<file path="src/design/crc8fc_pkg.sv">
// ----------------------------------------------------------------------------
// crc8fc_pkg - shared types and constants of the CRC-8 frame checker
// Frame layout constants, reply descriptor and configuration types, and the
// bytewise CRC-8 update used by the frame parser.
// ----------------------------------------------------------------------------
package crc8fc_pkg;

   localparam int SHORT_PAYLOAD = 5;
   localparam int LONG_PAYLOAD  = 6;

   // position of the CRC byte; the end byte follows it
   localparam logic [3:0] SHORT_CRC_POS = 4'(4 + SHORT_PAYLOAD);
   localparam logic [3:0] LONG_CRC_POS  = 4'(4 + LONG_PAYLOAD);

   // expected size byte: frame length minus 3
   localparam logic [7:0] SHORT_SIZE = 8'(SHORT_PAYLOAD + 3);
   localparam logic [7:0] LONG_SIZE  = 8'(LONG_PAYLOAD + 3);

   localparam logic [7:0] CRC_POLY_RESET     = 8'h28;
   localparam logic [7:0] START_MARKER_RESET = 8'hFE;
   localparam logic [7:0] END_MARKER_RESET   = 8'hFF;
   localparam logic [7:0] LONG_ID_A_RESET    = 8'hB1;
   localparam logic [7:0] LONG_ID_B_RESET    = 8'hB2;

   localparam logic [7:0] REPLY_CODE = 8'h02;
   localparam logic [7:0] ACK_CODE   = 8'h01;
   localparam logic [7:0] NACK_CODE  = 8'h00;

   localparam int REPLY_LEN = 5;
   localparam int BEAT_W    = $clog2(REPLY_LEN);
   localparam logic [BEAT_W-1:0] BEAT_START = BEAT_W'(0);
   localparam logic [BEAT_W-1:0] BEAT_CODE  = BEAT_W'(1);
   localparam logic [BEAT_W-1:0] BEAT_ID    = BEAT_W'(2);
   localparam logic [BEAT_W-1:0] BEAT_ACK   = BEAT_W'(3);
   localparam logic [BEAT_W-1:0] BEAT_END   = BEAT_W'(REPLY_LEN - 1);

   localparam int QUEUE_DEPTH = 2;
   localparam int QPTR_W      = $clog2(QUEUE_DEPTH);
   localparam int QCNT_W      = $clog2(QUEUE_DEPTH + 1);

   // register indexes on the configuration port
   localparam logic [2:0] REG_CRC_POLY     = 3'd0;
   localparam logic [2:0] REG_START_MARKER = 3'd1;
   localparam logic [2:0] REG_END_MARKER   = 3'd2;
   localparam logic [2:0] REG_LONG_ID_A    = 3'd3;
   localparam logic [2:0] REG_LONG_ID_B    = 3'd4;

   typedef struct packed {
      logic [7:0] crc_poly;
      logic [7:0] start_marker;
      logic [7:0] end_marker;
      logic [7:0] long_id_a;
      logic [7:0] long_id_b;
   } cfg_type;

   typedef struct packed {
      logic [7:0] start_marker;
      logic [7:0] end_marker;
      logic [7:0] frame_id;
      logic       ack;
   } reply_desc_type;

   // MSB-first CRC-8 over one byte, x^8 implied in poly
   function automatic logic [7:0] crc8_step(input logic [7:0] crc,
                                            input logic [7:0] data,
                                            input logic [7:0] poly);
      logic [7:0] c;
      c = crc ^ data;
      for (int i = 0; i < 8; i++) begin
         if (c[7]) begin
            c = {c[6:0], 1'b0} ^ poly;
         end else begin
            c = {c[6:0], 1'b0};
         end
      end
      return c;
   endfunction

endpackage

</file>
<file path="src/design/crc8fc_front.sv">
// ----------------------------------------------------------------------------
// crc8fc_front - frame parser
// Tracks the byte position, runs the payload CRC and the frame checks, and
// pushes one reply descriptor into the queue on each end byte.
// ----------------------------------------------------------------------------
module crc8fc_front (
   input  logic                     clock,
   input  logic                     reset,
   input  crc8fc_pkg::cfg_type      cfg,
   input  logic                     req_tvalid,
   output logic                     req_tready,
   input  logic [7:0]               req_tdata,
   input  logic                     q_full,
   output logic                     q_push,
   output crc8fc_pkg::reply_desc_type q_desc
);
   import crc8fc_pkg::*;

   logic [3:0] pos_ff, pos_in;
   logic       long_ff, long_in;
   logic [7:0] id_ff, id_in;
   logic [7:0] size_ff, size_in;
   logic [7:0] crc_ff, crc_in;
   logic       start_good_ff, start_good_in;
   logic       crc_good_ff, crc_good_in;

   logic [3:0] crc_pos;
   logic [7:0] exp_size;
   logic       at_end;
   logic       accept;

   assign crc_pos  = long_ff ? LONG_CRC_POS : SHORT_CRC_POS;
   assign exp_size = long_ff ? LONG_SIZE : SHORT_SIZE;
   assign at_end   = pos_ff > crc_pos;

   // stall only on an end byte with no room for its reply
   assign req_tready = !(at_end && q_full);
   assign accept     = req_tvalid && req_tready;
   assign q_push     = accept && at_end;

   assign q_desc.start_marker = cfg.start_marker;
   assign q_desc.end_marker   = cfg.end_marker;
   assign q_desc.frame_id     = id_ff;
   assign q_desc.ack          = start_good_ff && crc_good_ff &&
                                (req_tdata == cfg.end_marker) && (size_ff == exp_size);

   always_comb begin
      pos_in        = pos_ff;
      long_in       = long_ff;
      id_in         = id_ff;
      size_in       = size_ff;
      crc_in        = crc_ff;
      start_good_in = start_good_ff;
      crc_good_in   = crc_good_ff;
      if (accept) begin
         pos_in = pos_ff + 4'd1;
         priority if (pos_ff == 4'd0) begin
            start_good_in = (req_tdata == cfg.start_marker);
            crc_in        = 8'h00;
            crc_good_in   = 1'b0;
         end else if (pos_ff == 4'd1) begin
            size_in = req_tdata;
         end else if (pos_ff == 4'd2) begin
            id_in   = req_tdata;
            long_in = (req_tdata == cfg.long_id_a) || (req_tdata == cfg.long_id_b);
         end else if (pos_ff == 4'd3) begin
            // unchecked byte: skip
         end else if (pos_ff < crc_pos) begin
            crc_in = crc8_step(crc_ff, req_tdata, cfg.crc_poly);
         end else if (pos_ff == crc_pos) begin
            crc_good_in = (req_tdata == crc_ff);
         end else begin
            pos_in = 4'd0;
         end
      end
   end

   always_ff @(posedge clock) begin
      if (reset) begin
         pos_ff        <= 4'd0;
         long_ff       <= 1'b0;
         id_ff         <= 8'h00;
         size_ff       <= 8'h00;
         crc_ff        <= 8'h00;
         start_good_ff <= 1'b0;
         crc_good_ff   <= 1'b0;
      end else begin
         pos_ff        <= pos_in;
         long_ff       <= long_in;
         id_ff         <= id_in;
         size_ff       <= size_in;
         crc_ff        <= crc_in;
         start_good_ff <= start_good_in;
         crc_good_ff   <= crc_good_in;
      end
   end

endmodule

</file>
<file path="src/design/crc8fc_queue.sv">
// ----------------------------------------------------------------------------
// crc8fc_queue - reply descriptor queue
// Short first-in first-out store between the frame parser and the reply
// sender.
// ----------------------------------------------------------------------------
module crc8fc_queue (
   input  logic                       clock,
   input  logic                       reset,
   input  logic                       push,
   input  crc8fc_pkg::reply_desc_type push_desc,
   output logic                       full,
   input  logic                       pop,
   output logic                       empty,
   output crc8fc_pkg::reply_desc_type head_desc
);
   import crc8fc_pkg::*;

   reply_desc_type           store_ff [QUEUE_DEPTH];
   logic [QPTR_W-1:0]        wr_ptr_ff, wr_ptr_in;
   logic [QPTR_W-1:0]        rd_ptr_ff, rd_ptr_in;
   logic [QCNT_W-1:0]        count_ff, count_in;

   assign full      = count_ff == QCNT_W'(QUEUE_DEPTH);
   assign empty     = count_ff == '0;
   assign head_desc = store_ff[rd_ptr_ff];

   function automatic logic [QPTR_W-1:0] next_ptr(input logic [QPTR_W-1:0] p);
      return (p == QPTR_W'(QUEUE_DEPTH - 1)) ? '0 : p + QPTR_W'(1);
   endfunction

   always_comb begin
      wr_ptr_in = push ? next_ptr(wr_ptr_ff) : wr_ptr_ff;
      rd_ptr_in = pop  ? next_ptr(rd_ptr_ff) : rd_ptr_ff;
      count_in  = count_ff;
      if (push && !pop) begin
         count_in = count_ff + QCNT_W'(1);
      end else if (pop && !push) begin
         count_in = count_ff - QCNT_W'(1);
      end
   end

   always_ff @(posedge clock) begin
      if (push) begin
         store_ff[wr_ptr_ff] <= push_desc;
      end
   end

   always_ff @(posedge clock) begin
      if (reset) begin
         wr_ptr_ff <= '0;
         rd_ptr_ff <= '0;
         count_ff  <= '0;
      end else begin
         wr_ptr_ff <= wr_ptr_in;
         rd_ptr_ff <= rd_ptr_in;
         count_ff  <= count_in;
      end
   end

   a_no_overflow: assert property (@(posedge clock) disable iff (reset)
      !(push && full))
      else $error("reply queue pushed while full");

   a_no_underflow: assert property (@(posedge clock) disable iff (reset)
      !(pop && empty))
      else $error("reply queue popped while empty");

endmodule

</file>
<file path="src/design/crc8fc_back.sv">
// ----------------------------------------------------------------------------
// crc8fc_back - reply sender
// Expands the queue head into five reply bytes through a registered output.
// ----------------------------------------------------------------------------
module crc8fc_back (
   input  logic                       clock,
   input  logic                       reset,
   input  logic                       q_empty,
   input  crc8fc_pkg::reply_desc_type q_desc,
   output logic                       q_pop,
   output logic                       rsp_tvalid,
   input  logic                       rsp_tready,
   output logic [7:0]                 rsp_tdata,
   output logic                       rsp_tuser,
   output logic                       rsp_tlast
);
   import crc8fc_pkg::*;

   logic [BEAT_W-1:0] beat_ff, beat_in;
   logic              valid_ff, valid_in;
   logic [7:0]        data_ff, data_in;
   logic              ack_ff, ack_in;
   logic              last_ff, last_in;
   logic              load;
   logic [7:0]        beat_byte;

   assign load  = !valid_ff || rsp_tready;
   assign q_pop = load && !q_empty && (beat_ff == BEAT_END);

   always_comb begin
      unique case (beat_ff)
         BEAT_START: beat_byte = q_desc.start_marker;
         BEAT_CODE:  beat_byte = REPLY_CODE;
         BEAT_ID:    beat_byte = q_desc.frame_id;
         BEAT_ACK:   beat_byte = q_desc.ack ? ACK_CODE : NACK_CODE;
         BEAT_END:   beat_byte = q_desc.end_marker;
         default:    beat_byte = q_desc.end_marker;
      endcase
   end

   always_comb begin
      beat_in  = beat_ff;
      valid_in = valid_ff;
      data_in  = data_ff;
      ack_in   = ack_ff;
      last_in  = last_ff;
      if (load) begin
         valid_in = !q_empty;
         if (!q_empty) begin
            data_in = beat_byte;
            ack_in  = q_desc.ack;
            last_in = beat_ff == BEAT_END;
            beat_in = (beat_ff == BEAT_END) ? BEAT_START : beat_ff + BEAT_W'(1);
         end
      end
   end

   always_ff @(posedge clock) begin
      data_ff <= data_in;
      ack_ff  <= ack_in;
      last_ff <= last_in;
   end

   always_ff @(posedge clock) begin
      if (reset) begin
         beat_ff  <= BEAT_START;
         valid_ff <= 1'b0;
      end else begin
         beat_ff  <= beat_in;
         valid_ff <= valid_in;
      end
   end

   assign rsp_tvalid = valid_ff;
   assign rsp_tdata  = data_ff;
   assign rsp_tuser  = ack_ff;
   assign rsp_tlast  = last_ff;

   a_beat_range: assert property (@(posedge clock) disable iff (reset)
      beat_ff <= BEAT_END)
      else $error("reply beat counter out of range");

   a_last_starts_over: assert property (@(posedge clock) disable iff (reset)
      (load && !q_empty && beat_ff == BEAT_END) |=> (beat_ff == BEAT_START && rsp_tlast))
      else $error("reply end byte not followed by a fresh reply");

endmodule

</file>
<file path="src/design/crc8_frame_checker_ack.sv">
// ----------------------------------------------------------------------------
// crc8_frame_checker_ack - CRC-8 frame checker with ACK/NACK reply
// Parses received frames, checks start, size, payload CRC and end, and sends
// a five-byte acknowledge or reject reply for each frame.
// ----------------------------------------------------------------------------
// Received bytes enter on the req_ stream at one byte per clock while
// req_tready is high: the frame parser updates the payload CRC with an
// unrolled 8-bit step. A frame is start, size, id, one unchecked byte,
// a five-byte payload (six when the id matches long_id_a or long_id_b), a
// CRC byte and an end byte. On the end byte the parser pushes a reply
// descriptor into a two-entry queue; the reply sender turns each descriptor
// into five rsp_ bytes (start_marker, 0x02, id, 0x01 ACK or 0x00 NACK,
// end_marker) at one byte per clock while rsp_tready is high, through an
// output register: the queue stores the descriptor taken with the end byte,
// and the sender loads each reply byte from it into that register. rsp_tuser
// carries the ACK flag on every reply byte and rsp_tlast marks the fifth.
// The input stalls only when an end byte arrives and the queue already holds
// two replies; since a frame is at least eleven bytes and a reply five, a
// free-flowing output never stalls the input. A bad start byte does not
// resynchronise: the frame is still counted in full and answered with NACK.
// Registers sit at byte addresses 0 (crc_poly), 4 (start_marker),
// 8 (end_marker), 12 (long_id_a) and 16 (long_id_b); write them only while
// no frame is in progress and no reply is pending.
// ----------------------------------------------------------------------------
module crc8_frame_checker_ack (
   input  logic        clock,
   input  logic        reset,
   // received byte stream
   input  logic        req_tvalid,
   output logic        req_tready,
   input  logic [7:0]  req_tdata,    // [7:0] rx_byte
   // reply byte stream
   output logic        rsp_tvalid,
   input  logic        rsp_tready,
   output logic [7:0]  rsp_tdata,    // [7:0] tx_byte
   output logic        rsp_tuser,    // [0] is_ack
   output logic        rsp_tlast,    // last_byte
   // register port
   input  logic        csr_psel,
   input  logic        csr_penable,
   input  logic        csr_pwrite,
   input  logic [4:0]  csr_paddr,
   input  logic [31:0] csr_pwdata,
   output logic [31:0] csr_prdata,
   output logic        csr_pready
);
   import crc8fc_pkg::*;

   cfg_type        cfg_ff, cfg_in;
   logic           csr_write;
   logic [2:0]     csr_index;
   logic [7:0]     rd_byte;

   logic           q_push, q_pop, q_full, q_empty;
   reply_desc_type push_desc, head_desc;

   // registers: decode the word index, drop writes beyond the list
   assign csr_pready = 1'b1;
   assign csr_index  = csr_paddr[4:2];
   assign csr_write  = csr_psel && csr_penable && csr_pwrite && csr_pready;

   always_comb begin
      cfg_in = cfg_ff;
      if (csr_write) begin
         unique case (csr_index)
            REG_CRC_POLY:     cfg_in.crc_poly     = csr_pwdata[7:0];
            REG_START_MARKER: cfg_in.start_marker = csr_pwdata[7:0];
            REG_END_MARKER:   cfg_in.end_marker   = csr_pwdata[7:0];
            REG_LONG_ID_A:    cfg_in.long_id_a    = csr_pwdata[7:0];
            REG_LONG_ID_B:    cfg_in.long_id_b    = csr_pwdata[7:0];
            default:          cfg_in = cfg_ff;
         endcase
      end
   end

   always_comb begin
      unique case (csr_index)
         REG_CRC_POLY:     rd_byte = cfg_ff.crc_poly;
         REG_START_MARKER: rd_byte = cfg_ff.start_marker;
         REG_END_MARKER:   rd_byte = cfg_ff.end_marker;
         REG_LONG_ID_A:    rd_byte = cfg_ff.long_id_a;
         REG_LONG_ID_B:    rd_byte = cfg_ff.long_id_b;
         default:          rd_byte = 8'h00;
      endcase
   end

   assign csr_prdata = {24'h000000, rd_byte};

   always_ff @(posedge clock) begin
      if (reset) begin
         cfg_ff.crc_poly     <= CRC_POLY_RESET;
         cfg_ff.start_marker <= START_MARKER_RESET;
         cfg_ff.end_marker   <= END_MARKER_RESET;
         cfg_ff.long_id_a    <= LONG_ID_A_RESET;
         cfg_ff.long_id_b    <= LONG_ID_B_RESET;
      end else begin
         cfg_ff <= cfg_in;
      end
   end

   // parse frames and classify them
   crc8fc_front u_front (
      .clock      (clock),
      .reset      (reset),
      .cfg        (cfg_ff),
      .req_tvalid (req_tvalid),
      .req_tready (req_tready),
      .req_tdata  (req_tdata),
      .q_full     (q_full),
      .q_push     (q_push),
      .q_desc     (push_desc)
   );

   // hold pending replies
   crc8fc_queue u_queue (
      .clock     (clock),
      .reset     (reset),
      .push      (q_push),
      .push_desc (push_desc),
      .full      (q_full),
      .pop       (q_pop),
      .empty     (q_empty),
      .head_desc (head_desc)
   );

   // send each reply byte by byte
   crc8fc_back u_back (
      .clock      (clock),
      .reset      (reset),
      .q_empty    (q_empty),
      .q_desc     (head_desc),
      .q_pop      (q_pop),
      .rsp_tvalid (rsp_tvalid),
      .rsp_tready (rsp_tready),
      .rsp_tdata  (rsp_tdata),
      .rsp_tuser  (rsp_tuser),
      .rsp_tlast  (rsp_tlast)
   );

   a_cfg_stable: assert property (@(posedge clock) disable iff (reset)
      !csr_write |=> (cfg_ff == $past(cfg_ff)))
      else $error("configuration changed without a register write");

endmodule
</file>
<file path="config.mk">
export PLATFORM = sky130hd
export DESIGN_NAME = crc8_frame_checker_ack
export DESIGN_NICKNAME = d
export VERILOG_FILES = /design/src/design/crc8fc_pkg.sv /design/src/design/crc8fc_front.sv /design/src/design/crc8fc_queue.sv /design/src/design/crc8fc_back.sv /design/src/design/crc8_frame_checker_ack.sv
export SDC_FILE = /design/constraint.sdc
export NUM_CORES = 1
export LEC_CHECK = 0
export BUFFER_PORTS_ARGS = -buffer_cell sky130_fd_sc_hd__buf_2
export CAP_MARGIN = 20
export CORE_MARGIN = 2
export CORE_UTILIZATION = 47
export DETAILED_ROUTE_END_ITERATION = 8
export PLACE_DENSITY = 0.67
export SYNTH_ARGS = -nofsm -noshare
export SYNTH_HDL_FRONTEND = slang
export SYNTH_SLANG_ARGS = --single-unit
</file>
<file path="constraint.sdc">
create_clock -name clock -period 4.6 [get_ports clock]
set_input_delay 0.23 -clock clock [delete_from_list [all_inputs] [get_ports clock]]
set_output_delay 0.23 -clock clock [all_outputs]
set_load 0.01 [all_outputs]
</file>
==> reports/results.ini <==
[run_status]
outcome=finished clean

[die]
start_util_pct=47.7
fp.dieW_um=133
die-area_um2=17700
rows=47
core-area_um2=16400
die_y_um=133
pin_count=97

[sta]
relSlewSlack_pct=34.0
finalHoldViolations=0
fin_skew_ns=0.00670
whs_ns=0.0424
worst_pin_slew_ns=0.986
tns_ns=0
drv_slew=0
rsz0062_at_grt=no
setup_viol=0
max_freq_mhz=258
period_minus_slack_ns=3.87
fin_crit_sh_pct=84.2

[placement]
portBuffers=45
hpwl_mm=12.5
place.gp.congestion=0.828

[drt]
vias=5753
ant_nets=0
firstDrtPassIters=5
first_iter_violations=446
vias_per_cell=5.43
routedWlPerCell_um=16.8
postRouteWirelength_mm=17.8
drc=0

[global_routing]
grtUsageMet1_pct=27.6
met2_usage_pct=33.4
grt_overflow=0
grt_pass1_wl_mm=28.2
grt_pass1_vias=5206
grt_busiest_layer=met2
use_met3_pct=2.99
grt_antenna_before_repair=0
grt_max_degree=73
grt_usage_pct=20.6

[power]
power_frac_comb_pct=16.7
seq_power_share_pct=41.2
peakVddDrop_mv=0.290
power_switching_w=0.000850
cellPowerDensity_nw_per_um2=367
p_sw_share_pct=26.6
pwr-share-clk_pct=42.0
p_int_w=0.00235
p_leak_nw=3.41

[synthesis]
synthTopCellsByCount=86 x nor2_1, 80 x dfxtp_1, 65 x mux2i_1, 62 x nand2_1, 60 x edfxtp_1
ys.flop_type=dfxtp_1
avgSynthCellArea_um2=9.81
yosysWarnings=0
synth.area.top_cells=edfxtp_1 23%, dfxtp_1 20%, mux2i_1 8.3%, xnor2_1 5.9%, nor2_1 4.1%
synth_seq_cells=140
yosysUniqueCellTypes=63
synth-edff-count=60
syn_inst=798
synth_top_area_cell=edfxtp_1
synthArstFlopShare_pct=0
synth.most_common_cell=nor2_1
synth-seq-area-share_pct=43.5
synth_top_area_share_pct=23.0
synth.cell_area_um2=7830

[clocking]
postCtsSetupBuffers=0
clk_path_buf_depth=2
clkTransAtPathRegs_ns=0.06
clock_latency_ns=0.42
cts_resized=0
cts_sinks=140
htreeDepth=4
cts_hold_buf=0
clock-root-buffer=clkbuf_16
cts_buffers=17
cts_tree=built

[worst_setup_path]
worst_ep_required_time_ns=4.92
crit_type=reg2reg
worstPathArrival_ns=4.19
critPathMaxStageDelay_ns=0.54
path_cells=xor2_4 > xnor2_2 > mux2i_1 > o211a_1 > nor3b_1 > nor3_1 > nand2b_1 > xnor3_2 > nand2_1 > xnor3_1 > xnor2_1 > a22o_1
critPathMaxFanout=13
critPathLaunchType=register
cpMaxStageDelayCell=xnor3_2
end_kind=register

[layout]
fin_nets=891
antennaDiodeCount=0
areaGrowthSynthToFinish_pct=11.3
drive_above_1_share_pct=12.6

[worst_hold_path]
hold_path_class=in2reg

[run]
drv_cap=0

[area by class of cell]
class,count,area [um2]
fill,1465,7700
clock buffer,18,439
inverter,19,71.3
sequential,140,3400
clock inverter,14,143
tap,220,275
timing repair buffer,55,300
multi-input combinational,594,4080
[critical path, delay by kind of cell, from the launching register on]
family	cells	cell delay, ns
multiplexers	1	0.43
flip-flops	1	0.46
AO/OA/AOI/OAI	2	0.46
AND/OR/NAND/NOR	4	0.67
XOR/XNOR	5	1.73
[worst paths after layout]
path                           from  slack [ns]                      to  depth (start not counted)
hold / removal        csr_pwdata[5]        0.04              cfg_ff[21]                          2
setup reg to reg  u_front.crc_ff[7]        0.73       u_front.crc_ff[6]                         12
setup / recovery  u_front.crc_ff[7]        0.73       u_front.crc_ff[6]                         12
hold reg to reg    u_front.id_ff[7]        0.46  u_queue.store_ff[0][8]                          0
[through the flow]
step	util, %	power, W	instance area (um2)	worst slack (ns)	instances
2_1_floorplan	-	0.00178	7910	1.19	821
3_5_place_dp	49.5	0.00188	8130	0.623	1028
5_1_grt	53.1	0.00332	8710	0.445	1060
4_1_cts	53.1	0.00321	8710	0.723	1060
6_report	53.1	0.00320	8710	0.727	1060
3_3_place_gp	49.5	0.00187	8130	0.683	1028
[cells in the final DEF, fill, tap and decap left out, types with 5 or more instances in the layout]
cell       instances
nand2_1           62
a21oi_1           41
a211o_1           24
conb_1            25
xnor2_1           53
xnor3_1            5
a22o_1             8
clkinv_2           5
xor2_1            28
nand2b_1           7
ha_1              12
edfxtp_1          60
nor2b_1           18
dfxtp_1           80
buf_2             45
nor2_1            84
mux2i_1           65
clkbuf_16         17
o22ai_1           15
o21ai_0           17
nand4_1            9
nor4_1             5
nand3_1           28
inv_1             19
buf_4             10
nor3_1            12
and2_1             6
[kinds of logic after synthesis]
logic type / share of synthesized area (%)
buffers and inverters: 5.63
AND/OR/NAND/NOR: 15.7
XOR/XNOR: 12.1
flip-flops: 43.5
other: 0.0960
multiplexers: 8.75
adder cells (fa/ha/maj): 1.92
AO/OA/AOI/OAI: 12.3
[layer usage]
metal  part of all wire (%)  wire length [um]  vias up
li1                       -                 -     2842
met1                     46              8110     2721
met2                     47              8450      160
met3                    4.5               796       30
met4                    2.5               442        0
met5                      0                 0        -
[state kept, by name, summed over array words and instances, names as in the netlist, 2 cells and up, named ones only]
register	flops
cfg_ff	40
u_front.crc_ff	8
u_front.size_ff	8
u_back.rsp_tdata	8
u_queue.count_ff	2
u_queue.store_ff	50
u_front.pos_ff	4
u_front.id_ff	8
u_back.beat_ff	3
[power by group through the flow]
stage	sequential [W]	clock, W	combinational, W
floorplan	0.00134	0	0.000442
global placement	0.00134	0	0.000527
detailed placement	0.00134	0	0.000531
CTS	0.00132	0.00136	0.000534
global route	0.00132	0.00142	0.000585
finish	0.00132	0.00134	0.000534
No activity file was read; power rests on OpenSTA's default activity.
